## src/lmsd_pkg.sv

```systemverilog
// Shared types and constants for the LED matrix scan driver.
package lmsd_pkg;

  localparam int COLUMNS_DEF       = 64;
  localparam int ROW_ADDRESSES_DEF = 16;
  localparam int PLANES_DEF        = 2;

  localparam int PIXEL_W   = 6;
  localparam int ROW_OUT_W = 4;
  localparam int COL_W     = 6;
  localparam int REQ_W     = 2;

  localparam logic [PIXEL_W-1:0] PIXEL_MASK  = 6'h3F;
  localparam logic [PIXEL_W-1:0] BLANK_PIXEL = '0;

  typedef enum logic [REQ_W-1:0] {
    REQ_TICK   = 2'd0,
    REQ_WRITE  = 2'd1,
    REQ_SELECT = 2'd2
  } lmsd_req_t;

  // strobes from the scan controller to the frame memory
  typedef struct packed {
    logic we;
    logic re;
  } lmsd_mem_ctl_t;

endpackage

```

## src/lmsd_scan_ctl.sv

```systemverilog
// Scan controller: store clear, request decode, row sequencing and output stage.
module lmsd_scan_ctl import lmsd_pkg::*; #(
  parameter int COLUMNS       = COLUMNS_DEF,
  parameter int ROW_ADDRESSES = ROW_ADDRESSES_DEF,
  parameter int PLANES        = PLANES_DEF,
  parameter int DEPTH         = PLANES * ROW_ADDRESSES * COLUMNS,
  parameter int AW            = $clog2(DEPTH)
) (
  input  logic                 clk,
  input  logic                 rst_n,
  input  logic                 in_valid,
  output logic                 in_ready,
  input  logic [REQ_W-1:0]     in_req_type,
  input  logic                 in_hold_plane,
  input  logic                 in_plane,
  input  logic [3:0]           in_row,
  input  logic [COL_W-1:0]     in_column,
  input  logic [PIXEL_W-1:0]   in_pixel_bits,
  output logic                 out_valid,
  input  logic                 out_ready,
  output logic [ROW_OUT_W-1:0] out_row_address,
  output logic [COL_W-1:0]     out_column,
  output logic [PIXEL_W-1:0]   out_bits,
  output logic                 out_last,
  output lmsd_mem_ctl_t        mem_ctl,
  output logic [AW-1:0]        mem_waddr,
  output logic [PIXEL_W-1:0]   mem_wdata,
  output logic [AW-1:0]        mem_raddr,
  input  logic [PIXEL_W-1:0]   mem_rdata
);

  localparam int RW = (ROW_ADDRESSES > 1) ? $clog2(ROW_ADDRESSES) : 1;
  localparam int CW = $clog2(COLUMNS);

  typedef enum logic [1:0] {ST_CLEAR, ST_IDLE, ST_SCAN} state_t;

  state_t               state_r, state_nxt;
  logic [AW-1:0]        clr_r, clr_nxt;
  logic [RW-1:0]        scan_row_r, scan_row_nxt;
  logic                 shown_r, shown_nxt;
  logic [ROW_OUT_W-1:0] lat_row_r, lat_row_nxt;
  logic [CW-1:0]        col_r, col_nxt;
  logic                 rd_pend_r, rd_pend_nxt;
  logic [CW-1:0]        rd_col_r, rd_col_nxt;
  logic                 rd_last_r, rd_last_nxt;
  logic [ROW_OUT_W-1:0] rd_row_r, rd_row_nxt;
  logic                 out_valid_r, out_valid_nxt;
  logic [ROW_OUT_W-1:0] out_row_r, out_row_nxt;
  logic [COL_W-1:0]     out_col_r, out_col_nxt;
  logic [PIXEL_W-1:0]   out_bits_r, out_bits_nxt;
  logic                 out_last_r, out_last_nxt;

  logic accept, move, issue, col_end;

  function automatic logic [AW-1:0] store_addr(logic p, logic [31:0] r, logic [31:0] c);
    return AW'((32'(p) * ROW_ADDRESSES + r) * COLUMNS + c);
  endfunction

  assign in_ready = (state_r == ST_IDLE);
  assign accept   = in_valid && in_ready;
  // read data register doubles as a skid slot ahead of the output register
  assign move     = rd_pend_r && (!out_valid_r || out_ready);
  assign issue    = (state_r == ST_SCAN) && (!rd_pend_r || move);
  assign col_end  = (col_r == CW'(COLUMNS - 1));

  always_comb begin
    state_nxt     = state_r;
    clr_nxt       = clr_r;
    scan_row_nxt  = scan_row_r;
    shown_nxt     = shown_r;
    lat_row_nxt   = lat_row_r;
    col_nxt       = col_r;
    rd_pend_nxt   = rd_pend_r;
    rd_col_nxt    = rd_col_r;
    rd_last_nxt   = rd_last_r;
    rd_row_nxt    = rd_row_r;
    out_valid_nxt = out_valid_r;
    out_row_nxt   = out_row_r;
    out_col_nxt   = out_col_r;
    out_bits_nxt  = out_bits_r;
    out_last_nxt  = out_last_r;
    mem_ctl       = '0;
    mem_waddr     = clr_r;
    mem_wdata     = BLANK_PIXEL;
    mem_raddr     = store_addr(shown_r, 32'(scan_row_r), 32'(col_r));

    unique case (state_r)
      ST_CLEAR: begin
        mem_ctl.we = 1'b1;
        clr_nxt    = clr_r + 1'b1;
        if (clr_r == AW'(DEPTH - 1)) state_nxt = ST_IDLE;
      end
      ST_IDLE: begin
        if (accept) begin
          unique case (lmsd_req_t'(in_req_type))
            REQ_WRITE: begin
              if (32'(in_plane) < PLANES && 32'(in_row) < ROW_ADDRESSES &&
                  32'(in_column) < COLUMNS) begin
                mem_ctl.we = 1'b1;
                mem_waddr  = store_addr(in_plane, 32'(in_row), 32'(in_column));
                mem_wdata  = in_pixel_bits & PIXEL_MASK;
              end
            end
            REQ_SELECT: begin
              if (32'(in_plane) < PLANES) shown_nxt = in_plane;
            end
            REQ_TICK: begin
              lat_row_nxt = ROW_OUT_W'(scan_row_r);
              col_nxt     = '0;
              state_nxt   = ST_SCAN;
              if (scan_row_r == RW'(ROW_ADDRESSES - 1)) begin
                scan_row_nxt = '0;
                if (!in_hold_plane)
                  shown_nxt = (shown_r == 1'(PLANES - 1)) ? 1'b0 : shown_r + 1'b1;
              end else begin
                scan_row_nxt = scan_row_r + 1'b1;
              end
            end
            default: ;
          endcase
        end
      end
      ST_SCAN: begin
        if (issue) begin
          mem_ctl.re = 1'b1;
          col_nxt    = col_r + 1'b1;
          if (col_end) state_nxt = ST_IDLE;
        end
      end
      default: state_nxt = ST_IDLE;
    endcase

    if (move) begin
      out_valid_nxt = 1'b1;
      out_row_nxt   = rd_row_r;
      out_col_nxt   = COL_W'(rd_col_r);
      out_bits_nxt  = mem_rdata;
      out_last_nxt  = rd_last_r;
    end else if (out_ready) begin
      out_valid_nxt = 1'b0;
    end

    if (issue) begin
      rd_pend_nxt = 1'b1;
      rd_col_nxt  = col_r;
      rd_last_nxt = col_end;
      rd_row_nxt  = lat_row_r;
    end else if (move) begin
      rd_pend_nxt = 1'b0;
    end
  end

  always_ff @(posedge clk) begin
    if (!rst_n) begin
      state_r     <= ST_CLEAR;
      clr_r       <= '0;
      scan_row_r  <= '0;
      shown_r     <= 1'b0;
      rd_pend_r   <= 1'b0;
      out_valid_r <= 1'b0;
    end else begin
      state_r     <= state_nxt;
      clr_r       <= clr_nxt;
      scan_row_r  <= scan_row_nxt;
      shown_r     <= shown_nxt;
      rd_pend_r   <= rd_pend_nxt;
      out_valid_r <= out_valid_nxt;
    end
    lat_row_r  <= lat_row_nxt;
    col_r      <= col_nxt;
    rd_col_r   <= rd_col_nxt;
    rd_last_r  <= rd_last_nxt;
    rd_row_r   <= rd_row_nxt;
    out_row_r  <= out_row_nxt;
    out_col_r  <= out_col_nxt;
    out_bits_r <= out_bits_nxt;
    out_last_r <= out_last_nxt;
  end

  assign out_valid       = out_valid_r;
  assign out_row_address = out_row_r;
  assign out_column      = out_col_r;
  assign out_bits        = out_bits_r;
  assign out_last        = out_last_r;

endmodule

```

## config.mk

```make
export PLATFORM = sky130hd
export DESIGN_NAME = lmsd_scan_ctl
export DESIGN_NICKNAME = d
export VERILOG_FILES = /design/src/lmsd_pkg.sv /design/src/lmsd_scan_ctl.sv
export SDC_FILE = /design/constraint.sdc
export NUM_CORES = 1
export LEC_CHECK = 0
export BUFFER_PORTS_ARGS = -buffer_cell sky130_fd_sc_hd__buf_2
export CORE_UTILIZATION = 54
export CTS_BUF_LIST = sky130_fd_sc_hd__clkbuf_16
export CTS_CLUSTER_SIZE = 20
export DETAILED_ROUTE_END_ITERATION = 10
export PLACE_DENSITY = 0.84
export SYNTH_ARGS = -nofsm -noshare
export SYNTH_HDL_FRONTEND = slang
export SYNTH_SLANG_ARGS = --single-unit
```

## constraint.sdc

```tcl
create_clock -name clk -period 5.2 [get_ports clk]
set_clock_uncertainty 0.05 [all_clocks]
set_input_delay 1.3 -clock clk [delete_from_list [all_inputs] [get_ports clk]]
set_output_delay 1.3 -clock clk [all_outputs]
set_load 0.05 [all_outputs]
```

==> results of run 1 <==
registers in the layout, indices dropped and copies added (netlist names):
register / flops
rd_last_r: 1
lat_row_r: 4
scan_row_r: 4
shown_r: 1
rd_row_r: 4
rd_pend_r: 1
out_bits: 6
out_last: 1
col_r: 6
rd_col_r: 6
state_r: 2
out_row_address: 4
clr_r: 11
out_column: 6
out_valid: 1
kinds of logic (layout without fill, tap and decap cells):
kind of cell             Yosys count  after routing  share of synthesized area (%)
AO/OA/AOI/OAI                     16             16                          3.996
XOR/XNOR                          14             14                          5.021
adder cells (fa/ha/maj)            3              3                          1.537
buffers and inverters              7             96                          1.998
flip-flops                        58             58                          63.11
multiplexers                      13             13                          6.353
AND/OR/NAND/NOR                   67             67                          17.98
area by class of cell:
cell class | instances | area share (%)
sequential | 58 | 49.42
multi-input combinational | 113 | 27.32
timing repair buffer | 80 | 13.00
clock buffer | 9 | 7.220
tap | 52 | 2.086
clock inverter | 7 | 0.9627
power by group:
part / switching [mW] / total [mW] / internal [mW]
Combinational: 0.0163 / 0.0306 / 0.0143
Clock: 0.180 / 0.491 / 0.311
Sequential: 0.00272 / 0.492 / 0.489
Yosys cell counts, drive strengths merged (3+ instances only):
cell / instances
a21oi: 4
and2: 19
and3: 4
and4bb: 3
buf: 4
clkbuf: 3
dfxtp: 20
edfxtp: 38
ha: 3
mux2: 11
nand2: 6
nand3: 7
nand4: 5
nor2: 7
nor2b: 8
o21ai: 5
xnor2: 12
metrics by stage:
step                util [%]  instance area, µm²  setup slack, ns  total power [mW]  hold slack (ns)
floorplan                  -                2442            1.499            0.5158           0.3503
global placement       65.78                2864            1.443            0.5299           0.3509
detailed placement     65.78                2864            1.398            0.5307           0.3545
CTS                    71.64                3119            1.369             1.021           0.3635
global route           71.64                3119            1.287             1.047           0.3657
finish                 71.64                3119            1.363             1.013           0.3610
critical path, stage by stage:
cell and delay [ns]:
buf_2 0.09, nand3_2 0.10, nor2_4 0.38, mux2_1 0.39, buf_2 0.22
routing by layer:
metal	routed length, µm	up-vias
met5	0	-
met4	87	0
met3	276	10
met2	2029	59
met1	1713	752
li1	-	818
worst paths after layout:
check | start | end | slack, ns | depth (start not counted)
max | in_req_type[0] | mem_waddr[9] | 1.36 | 5
min | lat_row_r[1] | rd_row_r[1] | 0.36 | 0
max reg2reg | state_r[1] | col_r[5] | 3.35 | 4
min reg2reg | lat_row_r[1] | rd_row_r[1] | 0.36 | 0
==> flow_summary.yaml, run 1 <==
outcome:
  status: "complete, no violations"
critical_path:
  cp_max_fo: 17
  cp-end-kind: "output port"
  critPathLaunchType: "input pin"
  crit_required_ns: 3.85
  critPathArrivalTime_ns: 2.49
  path_class: "in2out"
yosys:
  ys_types: 41
  synth_area_leaders: "edfxtp_1 47%, dfxtp_1 16%, xnor2_1 4.3%, and2_1 3.3%, mux2_2 3.2%"
  synth_flop_cell: "edfxtp_1"
  avgSynthCellArea_um2: 13.72
  synthesis.nets: 211
  synth-seq-area-share_pct: 63.11
  synth.largest_area_cell: "edfxtp_1"
  async_flop_share_pct: 0
  ys_warn_count: 0
  syn_inst: 178
  synth_top_area_share_pct: 46.72
  synth_edf_count: 38
  netlist_area_um2: 2442
  synth_seq_cells: 58
grt:
  grtUsageMet3_pct: 7.122
  antenna_found_initial: 0
  grt_pass1_wl_um: 6796
  use_met2_pct: 31.28
  busiest_layer: "met2"
  use_met1_pct: 20.79
  grt_max_degree: 22
  grt_usage_pct: 18.79
  grt-ovfl-total: 0
  grt_pass1_vias: 1514
clocking:
  cts_buffer_depth: 2
  hold_buffers: 0
  clock_latency_ns: 0.32
  root_buffer: "clkbuf_16"
  cts_resized: 0
  htreeDepth: 3
  cts-buffers-inserted: 9
  path_clk_slew_ns: 0.05
  post-cts-setup-buffers: 0
  cts_tree: "done"
  clock-sinks: 58
sta:
  fmax_mhz: 260.6
  tightest_slew_ns: 0.4605
  relSlewSlack_pct: 69.22
  tns_ns: 0
  rsz0062_at_grt: "no"
  setup_viol: 0
  period_share_pct: 73.78
  finalMaxSlewViolations: 0
  hold_viol: 0
  fin_crit_ns: 3.837
floorplanning:
  initial_core_util_pct: 56.09
  core_um2: 4354
  die_width_um: 69.25
  die_area_um2: 4796
  rows: 24
  die_y_um: 69.25
  ios: 79
place:
  placed_cells: 303
  dp_hpwl_um: 2847
  place_congestion: 0.7380
  numPortBuffers: 78
detailed_routing:
  wl_per_cell_um: 12.87
  drc_errors: 0
  ant_nets: 0
  routed_via_density: 5.138
  drtIter0Drc: 83
  first_pass_iters: 4
  wl_um: 4107
  num_vias: 1639
final_layout:
  final_cell_mix: "78 x buf_2, 38 x edfxtp_1, 20 x dfxtp_1"
  seqCellArea_um2: 1541
  diodes: 0
  final_common_cell: "buf_2"
  final_nets: 295
  n_fill_cell: 298
  multi_input_area_um2: 852.1
  syn2layout_area_growth_pct: 27.72
  final_cells: 319
  drive_above_1_share_pct: 43.07
worst_hold_path:
  holdCritPathClass: "reg2reg"
flow_run:
  cap_violations: 0
pwr:
  peakVddDrop_mv: 0.1799
  p_leak_nw: 1.283
  p_per_area_nw_per_um2: 324.8
No activity file was read; power rests on OpenSTA's default activity.
==> inputs of run 2 (changes only) <==
ABC_AREA = 1   (was default)
CORE_UTILIZATION = 46   (was 54)
PLACE_DENSITY = 0.76   (was 0.84)
clock period = 3.51 ns   (was 5.2 ns; I/O delays follow)
==> run 2 against run 1 <==
Cell area up 6.1%; area after synthesis up 5.2%; count of clock-buffer cells in the layout unchanged; power up 59%; first-iteration DRC count down 30%; register-to-register slack worse by 1.4 ns; cell count up 32%; flip-flop and latch count unchanged; worst setup slack worse by 0.70 ns; combinational power up 92%; critical path type unchanged; hold slack better by 0.0032 ns.
==> flow_summary.yaml, run 2 <==
outcome:
  status: "complete, no violations"
yosys:
  netlist_area_um2: 2570
  avgSynthCellArea_um2: 9.884
  synth-seq-area-share_pct: 59.98
  synth_flop_cell: "edfxtp_1"
  syn_inst: 260
  synth.largest_area_cell: "edfxtp_1"
  synth_area_leaders: "edfxtp_1 44%, dfxtp_1 16%, nand2_1 6.9%, nor2_1 5.8%, inv_1 4.7%"
  synthTopCellsByCount: "47 x nand2_1, 40 x nor2_1, 38 x edfxtp_1, 32 x inv_1, 20 x dfxtp_1"
  async_flop_share_pct: 0
  synth_top_area_share_pct: 44.40
  synth_edf_count: 38
  ys_warn_count: 0
  ys_types: 26
  synthesis.nets: 293
  yosysMostFrequentCell: "nand2_1"
  synth_seq_cells: 58
sta:
  hold_viol: 0
  tightest_slew_ns: 0.3835
  relSlewSlack_pct: 74.34
  fmax_mhz: 350.7
  setup_viol: 0
  fin_crit_ns: 2.851
  tns_ns: 0
  period_share_pct: 81.23
  rsz0062_at_grt: "no"
  finalMaxSlewViolations: 0
place:
  place_area_um2: 3022
  numPortBuffers: 78
  place_congestion: 0.8369
  placed_cells: 405
  dp_hpwl_um: 3537
clocking:
  cts_resized: 0
  cts-buffers-inserted: 9
  cts_buffer_depth: 2
  clock-sinks: 58
  root_buffer: "clkbuf_16"
  hold_buffers: 0
  cts_tree: "done"
  htreeDepth: 3
  post-cts-setup-buffers: 0
  clock_latency_ns: 0.32
  path_clk_slew_ns: 0.05
final_layout:
  final_nets: 379
  syn2layout_area_growth_pct: 28.72
  final_area_um2: 3308
  final_cell_mix: "78 x buf_2, 47 x nand2_1, 40 x nor2_1"
  final_cells: 421
  fin_util_pct: 63.16
  diodes: 0
  final_common_cell: "buf_2"
  top_register: "clr_r"
  drive_above_1_share_pct: 34.76
  n_fill_cell: 434
  largest_register_ffs: 11
critical_path:
  max_stage_delay_ns: 0.27
  path_class: "in2out"
  path_common_cell: "buf_2"
  path_cells: "buf_2 -> inv_2 -> nor2_4 -> nand2_4 -> a21oi_2 -> buf_2"
  crit_required_ns: 2.58
  cp-end-kind: "output port"
  cp_max_fo: 21
  crit_slowest_cell: "buf_2"
  critPathLaunchType: "input pin"
  critPathArrivalTime_ns: 1.92
detailed_routing:
  routed_via_density: 4.739
  wl_um: 4764
  first_pass_iters: 4
  drtIter0Drc: 58
  ant_nets: 0
  wl_per_cell_um: 11.32
  drc_errors: 0
  num_vias: 1995
pwr:
  p_leak_nw: 1.455
  p_per_area_nw_per_um2: 485.6
  peakVddDrop_mv: 0.2928
  finalPower_mw: 1.607
floorplanning:
  initial_core_util_pct: 49.07
  die_area_um2: 5890
  die_width_um: 76.75
  ios: 79
  core_um2: 5238
  die_y_um: 76.75
  rows: 26
grt:
  grt_usage_pct: 17.44
  grt_max_degree: 22
  grt_pass1_wl_um: 7900
  antenna_found_initial: 0
  grt-ovfl-total: 0
  grt_pass1_vias: 1860
flow_run:
  cap_violations: 0
worst_hold_path:
  holdCritPathClass: "reg2reg"
-- run 2: metrics by stage --
stage	setup slack, ns	hold slack (ns)
after CTS	0.6426	0.3657
after floorplan	0.7600	0.3503
after global routing	0.5667	0.3696
after global placement	0.6720	0.3510
after detailed placement	0.6380	0.3545
final	0.6590	0.3643
-- run 2: cell type report --
| class | instances | area, µm² | area share [%] |
|---|---|---|---|
| Multi-Input combinational cell | 162 | 855.8 | 25.87 |
| Clock inverter | 7 | 61.31 | 1.853 |
| Inverter | 35 | 131.4 | 3.971 |
| Clock buffer | 9 | 225.2 | 6.808 |
| Sequential cell | 58 | 1541 | 46.60 |
| Tap cell | 70 | 87.58 | 2.648 |
| Timing Repair Buffer | 80 | 405.4 | 12.25 |
-- run 2: cells by family after synthesis --
family / share of synthesized area [%]
AO/OA/AOI/OAI: 9.056
XOR/XNOR: 0.3409
adder cells (fa/ha/maj): 1.461
buffers and inverters: 6.718
flip-flops: 59.98
AND/OR/NAND/NOR: 22.44
-- run 2: worst max-delay path, delay by kind of cell --
family / cells / cell delay, ns
buffers and inverters: 3 / 0.45
and+or+nand+nor: 2 / 0.40
AOI/OAI and AO/OA: 1 / 0.18
-- run 2: final timing paths --
path,from,end,slack [ns],depth (start not counted)
worst max-delay path,in_req_type[0],mem_waddr[2],0.66,6
worst min-delay path,rd_last_r,out_last,0.36,0
worst max register to register,state_r[1],col_r[0],1.97,4
worst min register to register,rd_last_r,out_last,0.36,0
-- run 2: report_power, final --
group | switching (mW) | leakage, nW | internal (mW)
clock network | 0.281 | 0.148 | 0.539
registers | 0.00321 | 0.520 | 0.724
logic | 0.0363 | 0.787 | 0.0224
total | 0.320 | 1.46 | 1.29
-- run 2: metal layers --
metal	wire [µm]	up-vias	track usage, %
met4	68	0	6.923
met5	0	-	0
met1	2033	885	19.04
met2	2331	77	29.91
met3	330	7	7.143
li1	-	1026	-
==> inputs of run 3 (changes only) <==
ABC_AREA = 0   (was 1)
CORE_UTILIZATION = 45   (was 46)
PLACE_DENSITY = 0.75   (was 0.76)
clock period = 2.6 ns   (was 3.51 ns; I/O delays follow)
==> run 3 against run 2 <==
Routed wire length is 13% lower; sequential power grew 35%; count of clock-buffer cells in the layout did not move; register-to-register slack worse by 1.3 ns; first-iteration DRC count is 31% lower; combinational power up 6.8%; sequential share of layout area grew 1.2 points; critical path depth is the same; power grew 34%; utilization decreased by 0.73 points; via count fell by 17%; largest cell class unchanged; largest power group unchanged.
==> flow_summary.yaml, run 3 (synthesis gave the netlist of run 1 again) <==
critical_path:
  critPathLaunchType: "register"
  crit_family: "simple AND/OR/NAND/NOR gates"
  r2r_cells: 5
  max_stage_delay_ns: 0.36
  critPathArrivalTime_ns: 1.75
  path_cells: "nor2b_4 -> nand3_2 -> nor2_4 -> buf_12 -> mux2_2 -> buf_2"
  cp-end-kind: "output port"
  cp_num_buf_inv: 2
  crit_slowest_cell: "dfxtp_2"
  cp_num_cells: 6
  path_class: "reg2out"
  crit_required_ns: 1.90
  cp_max_fo: 11
place:
  numPortBuffers: 78
  place_congestion: 0.7203
  dp_hpwl_um: 2962
grt:
  grt_pass1_wl_um: 6624
  grt-ovfl-total: 0
  grt_max_degree: 22
  grt_usage_pct: 16.09
  antenna_found_initial: 0
  grt_pass1_vias: 1500
floorplanning:
  die_area_um2: 5726
  die_y_um: 75.67
  die_width_um: 75.67
  core_um2: 5172
  ios: 79
  initial_core_util_pct: 47.22
  rows: 26
clocking:
  path_clk_slew_ns: 0.05
  cts_buffer_depth: 2
  clock_latency_ns: 0.32
  clock-sinks: 58
  cts_tree: "done"
  hold_buffers: 0
  cts-buffers-inserted: 9
  root_buffer: "clkbuf_16"
  htreeDepth: 3
sta:
  fin_crit_ns: 2.455
  tns_ns: 0
  period_share_pct: 94.42
  setup_viol: 0
  finalMaxSlewViolations: 0
  rsz0062_at_grt: "no"
  relSlewSlack_pct: 77.39
  fmax_mhz: 407.4
  hold_viol: 0
  tightest_slew_ns: 0.3392
detailed_routing:
  wl_um: 4167
  first_pass_iters: 4
  drc_errors: 0
  wl_per_cell_um: 12.18
  num_vias: 1660
  routed_via_density: 4.854
  drtIter0Drc: 40
  ant_nets: 0
pwr:
  p_per_area_nw_per_um2: 665.5
  peakVddDrop_mv: 0.3807
  p_leak_nw: 1.323
outcome:
  status: "complete, no violations"
final_layout:
  final_cell_mix: "78 x buf_2, 38 x edfxtp_1, 19 x dfxtp_1"
  final_common_cell: "buf_2"
  largest_register_ffs: 11
  fin_util_pct: 62.43
  diodes: 0
  final_nets: 300
  drive_above_1_share_pct: 45.22
  syn2layout_area_growth_pct: 32.22
  top_register: "clr_r"
worst_hold_path:
  holdCritPathClass: "reg2reg"
  hold_path_depth: 0
flow_run:
  cap_violations: 0
-- run 3: cell count changes in the layout (fill, tap and decap cells not counted), sizes merged, moves of 11 or more --
| cell | change |
|---|---|
| and2 | +19 |
| inv | -35 |
| nand2 | -45 |
| nor2 | -43 |
| mux2 | +11 |
| a21oi | -21 |
| xnor2 | +12 |
-- run 3: final cells by class --
type,instances,area (µm²)
Fill cell,406,1943
Tap cell,70,87.58
Timing Repair Buffer,85,455.4
Multi-Input combinational cell,113,857.1
Clock inverter,7,61.31
Clock buffer,9,225.2
Sequential cell,58,1543
-- run 3: through the flow --
stage	power, mW	hold WS [ns]	setup slack [ns]	instance area (µm²)	std cells
finish	2.149	0.3610	0.1452	3229	342
global route	2.223	0.3692	0.05295	3229	342
CTS	2.169	0.3640	0.08158	3228	342
detailed placement	1.064	0.3545	0.1327	2914	324
global placement	1.062	0.3505	0.1808	2914	324
floorplan	1.032	0.3503	0.1076	2447	178
-- run 3: final timing paths --
check	to	startpoint	slack (ns)
setup / recovery	mem_waddr[3]	state_r[1]	0.15
hold / removal	out_column[4]	rd_col_r[4]	0.36
setup reg to reg	col_r[3]	state_r[0]	0.72
hold reg to reg	out_column[4]	rd_col_r[4]	0.36
-- run 3: timing repair --
action,CTS,global route
gates resized for setup,0,1
pin swaps,1,0
endpoints found under the setup margin,13,4
buffers inserted,2,0
-- run 3: power by group --
| part | internal [mW] | switching [mW] |
|---|---|---|
| Sequential | 0.978 | 0.00585 |
| Clock | 0.728 | 0.375 |
| Combinational | 0.0294 | 0.0333 |
| Total | 1.74 | 0.414 |
-- run 3: metal layers --
metal	part of all wire (%)	global-route usage, %
met3	6.0	7.143
met2	48	26.39
met5	0	0
met4	1.4	6.173
met1	45	18.63
